## config.mk

```make
export PLATFORM = sky130hd
export DESIGN_NAME = isqe_cell
export DESIGN_NICKNAME = d
export VERILOG_FILES = /design/src/sv/isqe_pkg.sv /design/src/sv/isqe_cell.sv
export SDC_FILE = /design/constraint.sdc
export NUM_CORES = 1
export LEC_CHECK = 0
export ABC_AREA = 0
export BUFFER_PORTS_ARGS = -buffer_cell sky130_fd_sc_hd__buf_2
export CORE_MARGIN = 1
export CORE_UTILIZATION = 41
export DETAILED_ROUTE_END_ITERATION = 10
export MAX_ROUTING_LAYER = met4
export PLACE_DENSITY = 0.92
export SKIP_LAST_GASP = 1
export SLEW_MARGIN = 20
export SYNTH_ARGS = -nofsm -noshare
export SYNTH_HDL_FRONTEND = slang
export SYNTH_SLANG_ARGS = --single-unit
```

## constraint.sdc

```tcl
create_clock -name clk -period 4.2 [get_ports clk]
set_input_delay 0.21 -clock clk [delete_from_list [all_inputs] [get_ports clk]]
set_output_delay 0.21 -clock clk [all_outputs]
set_load 0.005 [all_outputs]
```

## src/sv/isqe_pkg.sv

```systemverilog
`default_nettype none

package isqe_pkg;

    // Store size and derived widths
    localparam int CAPACITY = 1024;
    localparam int CNT_W    = $clog2(CAPACITY + 1);
    localparam int IDX_W    = $clog2(CAPACITY);
    localparam int DATA_W   = 32;
    localparam int ACT_W    = 3;
    localparam int POS_W    = 11;
    localparam int ST_W     = 2;
    localparam int LEN_W    = 11;
    localparam int CMP_W    = (CNT_W > POS_W) ? CNT_W : POS_W;

    // Beat layouts, lowest field first
    localparam int ACT_LSB     = 0;
    localparam int POS_LSB     = ACT_LSB + ACT_W;
    localparam int VAL_LSB     = POS_LSB + POS_W;
    localparam int IN_USED_W   = VAL_LSB + DATA_W;
    localparam int IN_TDATA_W  = ((IN_USED_W + 7) / 8) * 8;

    localparam int RD_LSB      = 0;
    localparam int ST_LSB      = RD_LSB + DATA_W;
    localparam int LEN_LSB     = ST_LSB + ST_W;
    localparam int OUT_USED_W  = LEN_LSB + LEN_W;
    localparam int OUT_TDATA_W = ((OUT_USED_W + 7) / 8) * 8;

    // Read-back OR tree
    localparam int TREE_FAN = 32;

    function automatic int lvl_nodes(input int lvl);
        int n;
        n = CAPACITY;
        for (int i = 0; i <= lvl; i++)
        begin
            n = (n + TREE_FAN - 1) / TREE_FAN;
        end
        return n;
    endfunction

    function automatic int tree_depth();
        int n;
        int d;
        n = CAPACITY;
        d = 0;
        while (n > 1)
        begin
            n = (n + TREE_FAN - 1) / TREE_FAN;
            d++;
        end
        return d;
    endfunction

    function automatic int tree_off(input int lvl);
        int s;
        s = 0;
        for (int m = 0; m < lvl; m++)
        begin
            s += lvl_nodes(m);
        end
        return s;
    endfunction

    localparam int TREE_LEVELS = tree_depth();
    localparam int TREE_NODES  = tree_off(TREE_LEVELS);

    typedef enum logic [ACT_W-1:0] {
        ACT_CLEAR     = 3'd0,
        ACT_APPEND    = 3'd1,
        ACT_INSERT    = 3'd2,
        ACT_DELETE    = 3'd3,
        ACT_OVERWRITE = 3'd4,
        ACT_READ      = 3'd5
    } act_t;

    typedef enum logic [ST_W-1:0] {
        ST_DONE = 2'd0,
        ST_MISS = 2'd1,
        ST_FULL = 2'd2
    } st_t;

    typedef enum logic [1:0] {
        OP_HOLD,
        OP_INSERT,
        OP_DELETE,
        OP_WRITE
    } op_t;

    // Broadcast to every cell
    typedef struct packed {
        op_t               op;
        logic [CMP_W-1:0]  pos;
        logic [DATA_W-1:0] value;
    } cmd_t;

endpackage

`default_nettype wire

```

## src/sv/isqe_cell.sv

```systemverilog
`default_nettype none

module isqe_cell
    import isqe_pkg::*;
(
    input  wire logic              clk,
    input  wire logic [IDX_W-1:0]  idx,
    input  wire cmd_t              cmd,
    input  wire logic [DATA_W-1:0] left,
    input  wire logic [DATA_W-1:0] right,
    output logic      [DATA_W-1:0] entry,
    output logic      [DATA_W-1:0] rd
);

    logic [DATA_W-1:0] entry_reg;
    logic [DATA_W-1:0] entry_next;
    logic [CMP_W-1:0]  my_pos;
    logic              hit;

    assign my_pos = CMP_W'(idx);
    assign hit    = (my_pos == cmd.pos);

    always_comb
    begin
        entry_next = entry_reg;
        case (cmd.op)
            OP_INSERT:
            begin
                if (hit)
                    entry_next = cmd.value;
                else if (my_pos > cmd.pos)
                    entry_next = left;
            end
            OP_DELETE:
            begin
                if (my_pos >= cmd.pos)
                    entry_next = right;
            end
            OP_WRITE:
            begin
                if (hit)
                    entry_next = cmd.value;
            end
            default:
            begin
                entry_next = entry_reg;
            end
        endcase
    end

    always_ff @(posedge clk)
    begin
        entry_reg <= entry_next;
    end

    assign entry = entry_reg;
    // Drive the held entry onto the read tree only when addressed
    assign rd    = hit ? entry_reg : '0;

endmodule

`default_nettype wire

```

==> metrics.yaml, run 1 <==
placed_design:
  pre_cts_ws_ns: 1.61
  gp_congestion: 0.778
  io_buffer_count: 183
  post-dp-hpwl_mm: 4.80
  dp_cells: 458
detailed_routing:
  ant_nets: 0
  vias: 2258
  dr.pass1.iters: 4
  vias_per_cell: 4.86
  drc: 0
  wirelength_mm: 6.09
  drt-initial-drc-count: 39
  wl_per_cell_um: 13.1
worst_setup_path:
  worstSetupStartpointType: "primary input"
  crit_arrival_ns: 2.20
  crit_required_ns: 4.12
  criticalPathCategory: "in -> reg"
  cp-end-kind: "flip-flop"
  cp_max_fo: 32
finish:
  final_core_util: 0.621
  largest_reg_flops: 32
  antenna_cells: 0
  area_growth_pct: 42.3
  layout_common_cells: "buf_2 (183), mux2i_1 (93), and2_1 (32), edfxtp_1 (32), inv_1 (11)"
  nets: 523
  fin_cells: 465
  layout_commonest_cell: "buf_2"
  drive_gt1_frac: 0.496
sta:
  grt_setup_unrepaired: "no"
  fin_setup_tns_ns: 0
  relSlewSlack: 0.297
  hold_viol_final: 0
  slew_viol_final: 0
  setup_slack_ns: 1.92
  setup_viol: 0
  final.min_clock_period_ns: 2.28
  fin_crit_sh: 0.543
  max_slew.worst_pin.slew_ns: 1.05
  fin_hold_ws_ns: 0.281
  max_freq_ghz: 0.439
grt:
  grt_pass1_wl_mm: 9.15
  grt_pass1_vias: 1994
  antenna_found_initial: 0
  track_usage: 0.190
  grt_max_degree: 38
  grt.overflow.total: 0
floorplanning:
  die_x_um: 79.8
  die_y_um: 79.8
  io_pins: 184
  dieArea_sq_mm: 0.00636
  start_util: 0.437
  coreArea_sq_mm: 0.00568
  row_count: 27
synth:
  syn_area_sq_mm: 0.00248
  synthesis.nets: 345
  ys_async_sr_fraction: 0
  ys_types: 24
  synth_ff_type: "edfxtp_1"
  synth-seq-cells: 32
  syn_inst: 215
  synth_edf_count: 32
  avgSynthCellArea_sq_um: 11.5
  ys_seq_area_frac: 0.388
  ys_warn_count: 0
pwr:
  total_leakage_power_nw: 1.82
  power.density_mw_per_mm2: 228
  ir_drop_uv: 150
min_path:
  min_path_type: "in -> reg"
cts:
  clk_pin_slew_ns: 0.05
  clock_path_buffers: 2
  cts_tree: "done"
  cts_max_level: 2
  numCtsBuffers: 5
  ctsResizeCount: 0
  cts_sinks: 32
  post_cts_buffers: 0
  hold_buffers: 0
  cts-root-buf: "clkbuf_8"
job:
  cap_violations: 0
outcome:
  outcome: "finished clean"
[path summary, 6_finish.rpt]
check	from	endpoint	slack [ns]	depth (start not counted)
worst max-delay path	cmd[41]	entry[11]	1.92	9
worst min-delay path	cmd[13]	entry[13]	0.28	3
[kinds of logic after synthesis]
| logic type | after synthesis | synth area share |
|---|---|---|
| AOI/OAI and AO/OA | 10 | 0.0257 |
| xor gates and xnor gates | 1 | 0.00353 |
| adders and majority gates | 10 | 0.0505 |
| buffers and inverters | 26 | 0.0485 |
| DFF | 32 | 0.388 |
| muxes | 94 | 0.380 |
| and+or+nand+nor | 42 | 0.104 |
[cells in the mapped netlist (2+ instances only)]
cell      number  area [sq um]
a21oi_1        5          25.0
and2_1        32           200
buf_1          3          11.3
buf_2          3          15.0
buf_4          3          22.5
clkbuf_1       5          18.8
edfxtp_1      32           961
ha_1          10           125
inv_1         11          41.3
mux2i_1       93           931
nand2_1        2          7.51
nand3_1        2          10.0
nor2_1         2          7.51
o31ai_1        2          15.0
[report_power, final]
group | leakage [nW] | internal, mW | switching [mW] | total, mW
Combinational | 1.49 | 0.103 | 0.0872 | 0.190
Clock | 0.0410 | 0.112 | 0.101 | 0.213
Sequential | 0.294 | 0.387 | 0.0124 | 0.399
[through the flow]
step / instance area (sq um) / power [mW]
floorplan: 2480 / 0.495
finish: 3530 / 0.803
global placement: 3450 / 0.590
global route: 3530 / 0.845
CTS: 3530 / 0.814
detailed placement: 3450 / 0.599
[worst max-delay path, stage by stage]
cell      delay, ns
buf_2          0.08
inv_1          0.03
ha_1           0.30
nand4b_1       0.24
nor3_4         0.27
buf_4          0.36
o22ai_1        0.20
o31ai_4        0.10
buf_4          0.40
[routing by layer]
layer  up-vias  GRT usage  wire, um
li1       1142          -         -
met1      1006      0.208      2410
met2       104      0.350      3190
met3         6     0.0274       403
met4         0     0.0643        78
met5         -          -         0
[cell type report]
cell class / count / area [sq um]
clock buffers: 6 / 72.6
fillers: 484 / 2150
clock inverters: 1 / 5.00
flip-flops and latches: 32 / 961
multi-input cells: 157 / 1420
repair buffers: 186 / 938
well taps: 72 / 90.1
inverters: 11 / 41.3
Note: power is estimated with default switching activity, not from simulation.
==> run 2: changes to the inputs <==
- clock period: 4.2 -> 2.3 ns (I/O delays scaled with it)
==> metrics.yaml, run 2 (synthesis results as in run 1) <==
detailed_routing:
  vias_per_cell: 5.00
  drc: 0
  dr.pass1.iters: 4
  drt-initial-drc-count: 79
  wl_per_cell_um: 14.2
  wirelength_mm: 6.67
  vias: 2346
  ant_nets: 0
outcome:
  outcome: "finished clean"
cts:
  post_cts_buffers: 0
  clk_pin_slew_ns: 0.06
  hold_buffers: 0
  cts_max_level: 2
  ctsResizeCount: 0
  cts_sinks: 32
  cts-root-buf: "clkbuf_8"
  cts_tree: "done"
  clock_path_buffers: 2
  numCtsBuffers: 5
worst_setup_path:
  endpoint: "rd[14]"
  crit_start: "cmd[41]"
  worstSetupStartpointType: "primary input"
  cp_cell_sequence: "buf_2 > inv_1 > ha_1 > nand4b_1 > nor3_4 > buf_4 > and2_1 > buf_2"
  criticalPathCategory: "in -> out"
  max_stage_delay_ns: 0.35
  crit_required_ns: 2.18
  cp_max_fo: 28
  crit_arrival_ns: 1.77
  slowest_stage: "nor3_4"
  crit_top_cell: "buf_2"
  cp-end-kind: "primary output"
finish:
  fillers: 476
  final_core_util: 0.630
  antenna_cells: 0
  register_area_sq_um: 961
  layout_commonest_cell: "buf_2"
  layout_common_cells: "buf_2 (183), mux2i_1 (93), and2_1 (32), edfxtp_1 (32), inv_1 (11)"
  area_growth_pct: 44.3
  largest_reg_flops: 32
  multi_input_area_sq_mm: 0.00142
  nets: 526
  drive_gt1_frac: 0.496
placed_design:
  gp_congestion: 0.862
  io_buffer_count: 183
  post-dp-hpwl_mm: 5.40
pwr:
  seq_power_share: 0.490
  ir_drop_uv: 206
  total_leakage_power_nw: 1.84
  power.density_mw_per_mm2: 416
  p_int_mw: 1.11
  swShare: 0.253
  p_sw_mw: 0.377
  p_comb_frac: 0.243
  pwr-share-clk: 0.267
sta:
  slew_viol_final: 0
  max_freq_ghz: 0.530
  grt_setup_unrepaired: "no"
  max_slew.worst_pin.slew_ns: 0.771
  hold_viol_final: 0
  relSlewSlack: 0.473
  fin_crit_sh: 0.821
  final.min_clock_period_ns: 1.89
  fin_setup_tns_ns: 0
  setup_viol: 0
min_path:
  min_path_type: "in -> reg"
floorplanning:
  io_pins: 184
  coreArea_sq_mm: 0.00568
  die_x_um: 79.8
  dieArea_sq_mm: 0.00636
  row_count: 27
  start_util: 0.437
  die_y_um: 79.8
grt:
  antenna_found_initial: 0
  track_usage: 0.210
  grt.overflow.total: 0
  grt_max_degree: 38
  grt_pass1_vias: 2213
  grt_pass1_wl_mm: 9.94
job:
  cap_violations: 0
-- run 2: changes by cell type in the layout (fill, tap and decap cells not counted) --
cell / change
buf_12: +2
buf_4: +1
clkbuf_1: +1
clkinv_1: +1
clkinv_2: -1
-- run 2: layer usage --
layer / track usage / up-vias / wire (um)
met3: 0.0480 / 16 / 470
met1: 0.210 / 1054 / 2510
li1: - / 1153 / -
met2: 0.395 / 123 / 3560
met4: 0.0786 / 0 / 134
met5: - / - / 0
-- run 2: power groups by stage --
stage | registers (mW) | logic [mW] | clock network (mW)
floorplan | 0.742 | 0.163 | 0
global placement | 0.739 | 0.347 | 0
detailed placement | 0.740 | 0.365 | 0
CTS | 0.729 | 0.365 | 0.412
global route | 0.733 | 0.402 | 0.433
finish | 0.729 | 0.361 | 0.397
-- run 2: per-stage QoR --
step / hold WS (ns) / cell area, sq um / setup WS, ns / total power [mW] / cells
5_1_grt: 0.210 / 3580 / 0.285 / 1.57 / 469
3_5_place_dp: 0.465 / 3500 / 0.196 / 1.10 / 461
3_3_place_gp: 0.431 / 3500 / 0.259 / 1.09 / 461
6_report: 0.187 / 3580 / 0.412 / 1.49 / 469
4_1_cts: 0.180 / 3580 / 0.410 / 1.51 / 469
2_1_floorplan: 0.345 / 2490 / 0.177 / 0.906 / 215
-- run 2: critical path: cells and delay by family --
kind / cells / cell delay [ns]
fa+ha+maj: 1 / 0.30
simple gates: 3 / 0.78
buf+inv: 4 / 0.56
-- run 2: area by class of cell --
type                    count  area share
well taps                  72      0.0252
clock inverters             1     0.00105
multi-input cells         157       0.396
clock buffers               7      0.0213
flip-flops and latches     32       0.269
inverters                  11      0.0115
repair buffers            189       0.276
-- run 2: worst min path at each step --
stage                     slack (ns)  cells past startpoint        end     start
after floorplan                 0.34                      2  entry[13]   cmd[13]
after global placement          0.43                      3  entry[13]   cmd[13]
after detailed placement        0.47                      3  entry[13]   cmd[13]
after CTS                       0.18                      3  entry[13]   cmd[13]
after global routing            0.21                      3   entry[5]  right[5]
final                           0.19                      3  entry[13]   cmd[13]
==> run 3: changes to the inputs <==
- CORE_UTILIZATION: 41 -> 37
- PLACE_DENSITY: 0.92 -> 0.89
- clock period: 2.3 -> 1.6 ns (I/O delays scaled with it)
==> metrics.yaml, run 3 (synthesis results as in run 1) <==
cts:
  cts_sinks: 32
  cts-root-buf: "clkbuf_8"
  cts_tree: "done"
  clock_path_buffers: 2
  cts_max_level: 2
  numCtsBuffers: 5
  clk_pin_slew_ns: 0.07
  hold_buffers: 0
finish:
  multi_input_area_sq_mm: 0.00151
  final_core_util: 0.615
  antenna_cells: 0
  layout_common_cells: "buf_2 (180), mux2i_1 (92), and2_1 (32), edfxtp_1 (32), buf_4 (16)"
  largest_reg_flops: 32
  area_growth_pct: 59.4
  register_area_sq_um: 961
  layout_commonest_cell: "buf_2"
  fillers: 530
  fin_cells: 494
  drive_gt1_frac: 0.559
  nets: 546
worst_setup_path:
  criticalPathCategory: "in -> reg"
  crit_required_ns: 1.60
  worstSetupStartpointType: "primary input"
  cp_max_fo: 7
  cp-end-kind: "flip-flop"
  crit_arrival_ns: 1.63
detailed_routing:
  dr.pass1.iters: 7
  vias: 2428
  ant_nets: 0
  wl_per_cell_um: 14.4
  vias_per_cell: 4.91
  drc: 26
  drt-initial-drc-count: 95
  wirelength_mm: 7.11
grt:
  track_usage: 0.200
  grt_pass1_wl_mm: 10.8
  grt.overflow.total: 0
  grt_pass1_vias: 2469
  antenna_found_initial: 0
  grt_max_degree: 26
outcome:
  violations: "DRC, setup timing"
  outcome: "finished with violations"
sta:
  max_freq_ghz: 0.614
  hold_viol_final: 0
  fin_setup_tns_ns: -0.425
  grt_setup_unrepaired: "yes"
  relSlewSlack: 0.729
  final.min_clock_period_ns: 1.63
  setup_slack_ns: -0.0282
  fin_hold_ws_ns: 0.149
  setup_viol: 23
  fin_crit_sh: 1.02
  slew_viol_final: 0
  max_slew.worst_pin.slew_ns: 0.406
floorplanning:
  coreArea_sq_mm: 0.00642
  io_pins: 184
  start_util: 0.386
  die_x_um: 83.8
  row_count: 29
  dieArea_sq_mm: 0.00703
  die_y_um: 83.8
pwr:
  power.density_mw_per_mm2: 568
  total_leakage_power_nw: 1.98
  ir_drop_uv: 343
min_path:
  hold_end: "entry[13]"
  min_path_type: "in -> reg"
  min_from: "cmd[13]"
  hold_depth: 3
job:
  cap_violations: 0
placed_design:
  post-dp-hpwl_mm: 5.68
  io_buffer_count: 183
  dp_cells: 478
  gp_congestion: 0.770
## run 3: cell types whose count changed in the layout (fill, tap and decap cells not counted), sizes merged
cell,previous run,this run
buf,189,207
clkinv,1,3
## run 3: final cells by class
cell class,count,share of cell area
well taps,77,0.0244
clock buffers,5,0.0174
inverters,11,0.0149
repair buffers,209,0.313
flip-flops and latches,32,0.243
clock inverters,3,0.00348
multi-input cells,157,0.383
## run 3: critical path: stages
cell and delay (ns):
buf_2 0.10, inv_4 0.04, ha_4 0.25, nand4_1 0.16, buf_4 0.20, a21oi_4 0.13, a2111oi_4 0.06, o31ai_4 0.29
buf_6 0.17, clkbuf_16 0.15
## run 3: through the flow
| stage | setup slack (ns) | area (sq um) | total power [mW] |
|---|---|---|---|
| floorplan | -0.398 | 2590 | 1.33 |
| global placement | -0.209 | 3720 | 1.61 |
| detailed placement | -0.287 | 3720 | 1.64 |
| CTS | 0.0157 | 3810 | 2.24 |
| global route | -0.0722 | 3950 | 2.37 |
| finish | -0.0282 | 3950 | 2.24 |
## run 3: routing by layer
layer / wire (um) / global-route usage
met5: 0 / -
met4: 109 / 0.0596
met3: 411 / 0.0287
met2: 3870 / 0.390
met1: 2720 / 0.206
## run 3: where the power goes
part	internal (mW)	total [mW]	switching, mW	leakage (nW)
Clock	0.295	0.578	0.283	0.0453
Combinational	0.347	0.616	0.269	1.64
Sequential	1.02	1.05	0.0358	0.294
## run 3: timing repair
action	in CTS	in global routing
pin swaps	0	5
gates cloned	0	3
endpoints found under the setup margin	15	81
setup buffers	1	4
gates resized for setup	1	12
## run 3: worst max path at each step
stage	end	slack (ns)	cells after the start	from
2_1_floorplan	entry[0]	-0.40	6	cmd[38]
3_3_place_gp	entry[22]	-0.21	9	cmd[38]
3_5_place_dp	entry[27]	-0.29	9	cmd[38]
4_1_cts	rd[31]	0.02	9	cmd[38]
5_1_grt	entry[2]	-0.07	10	cmd[37]
6_report	entry[3]	-0.03	10	cmd[36]
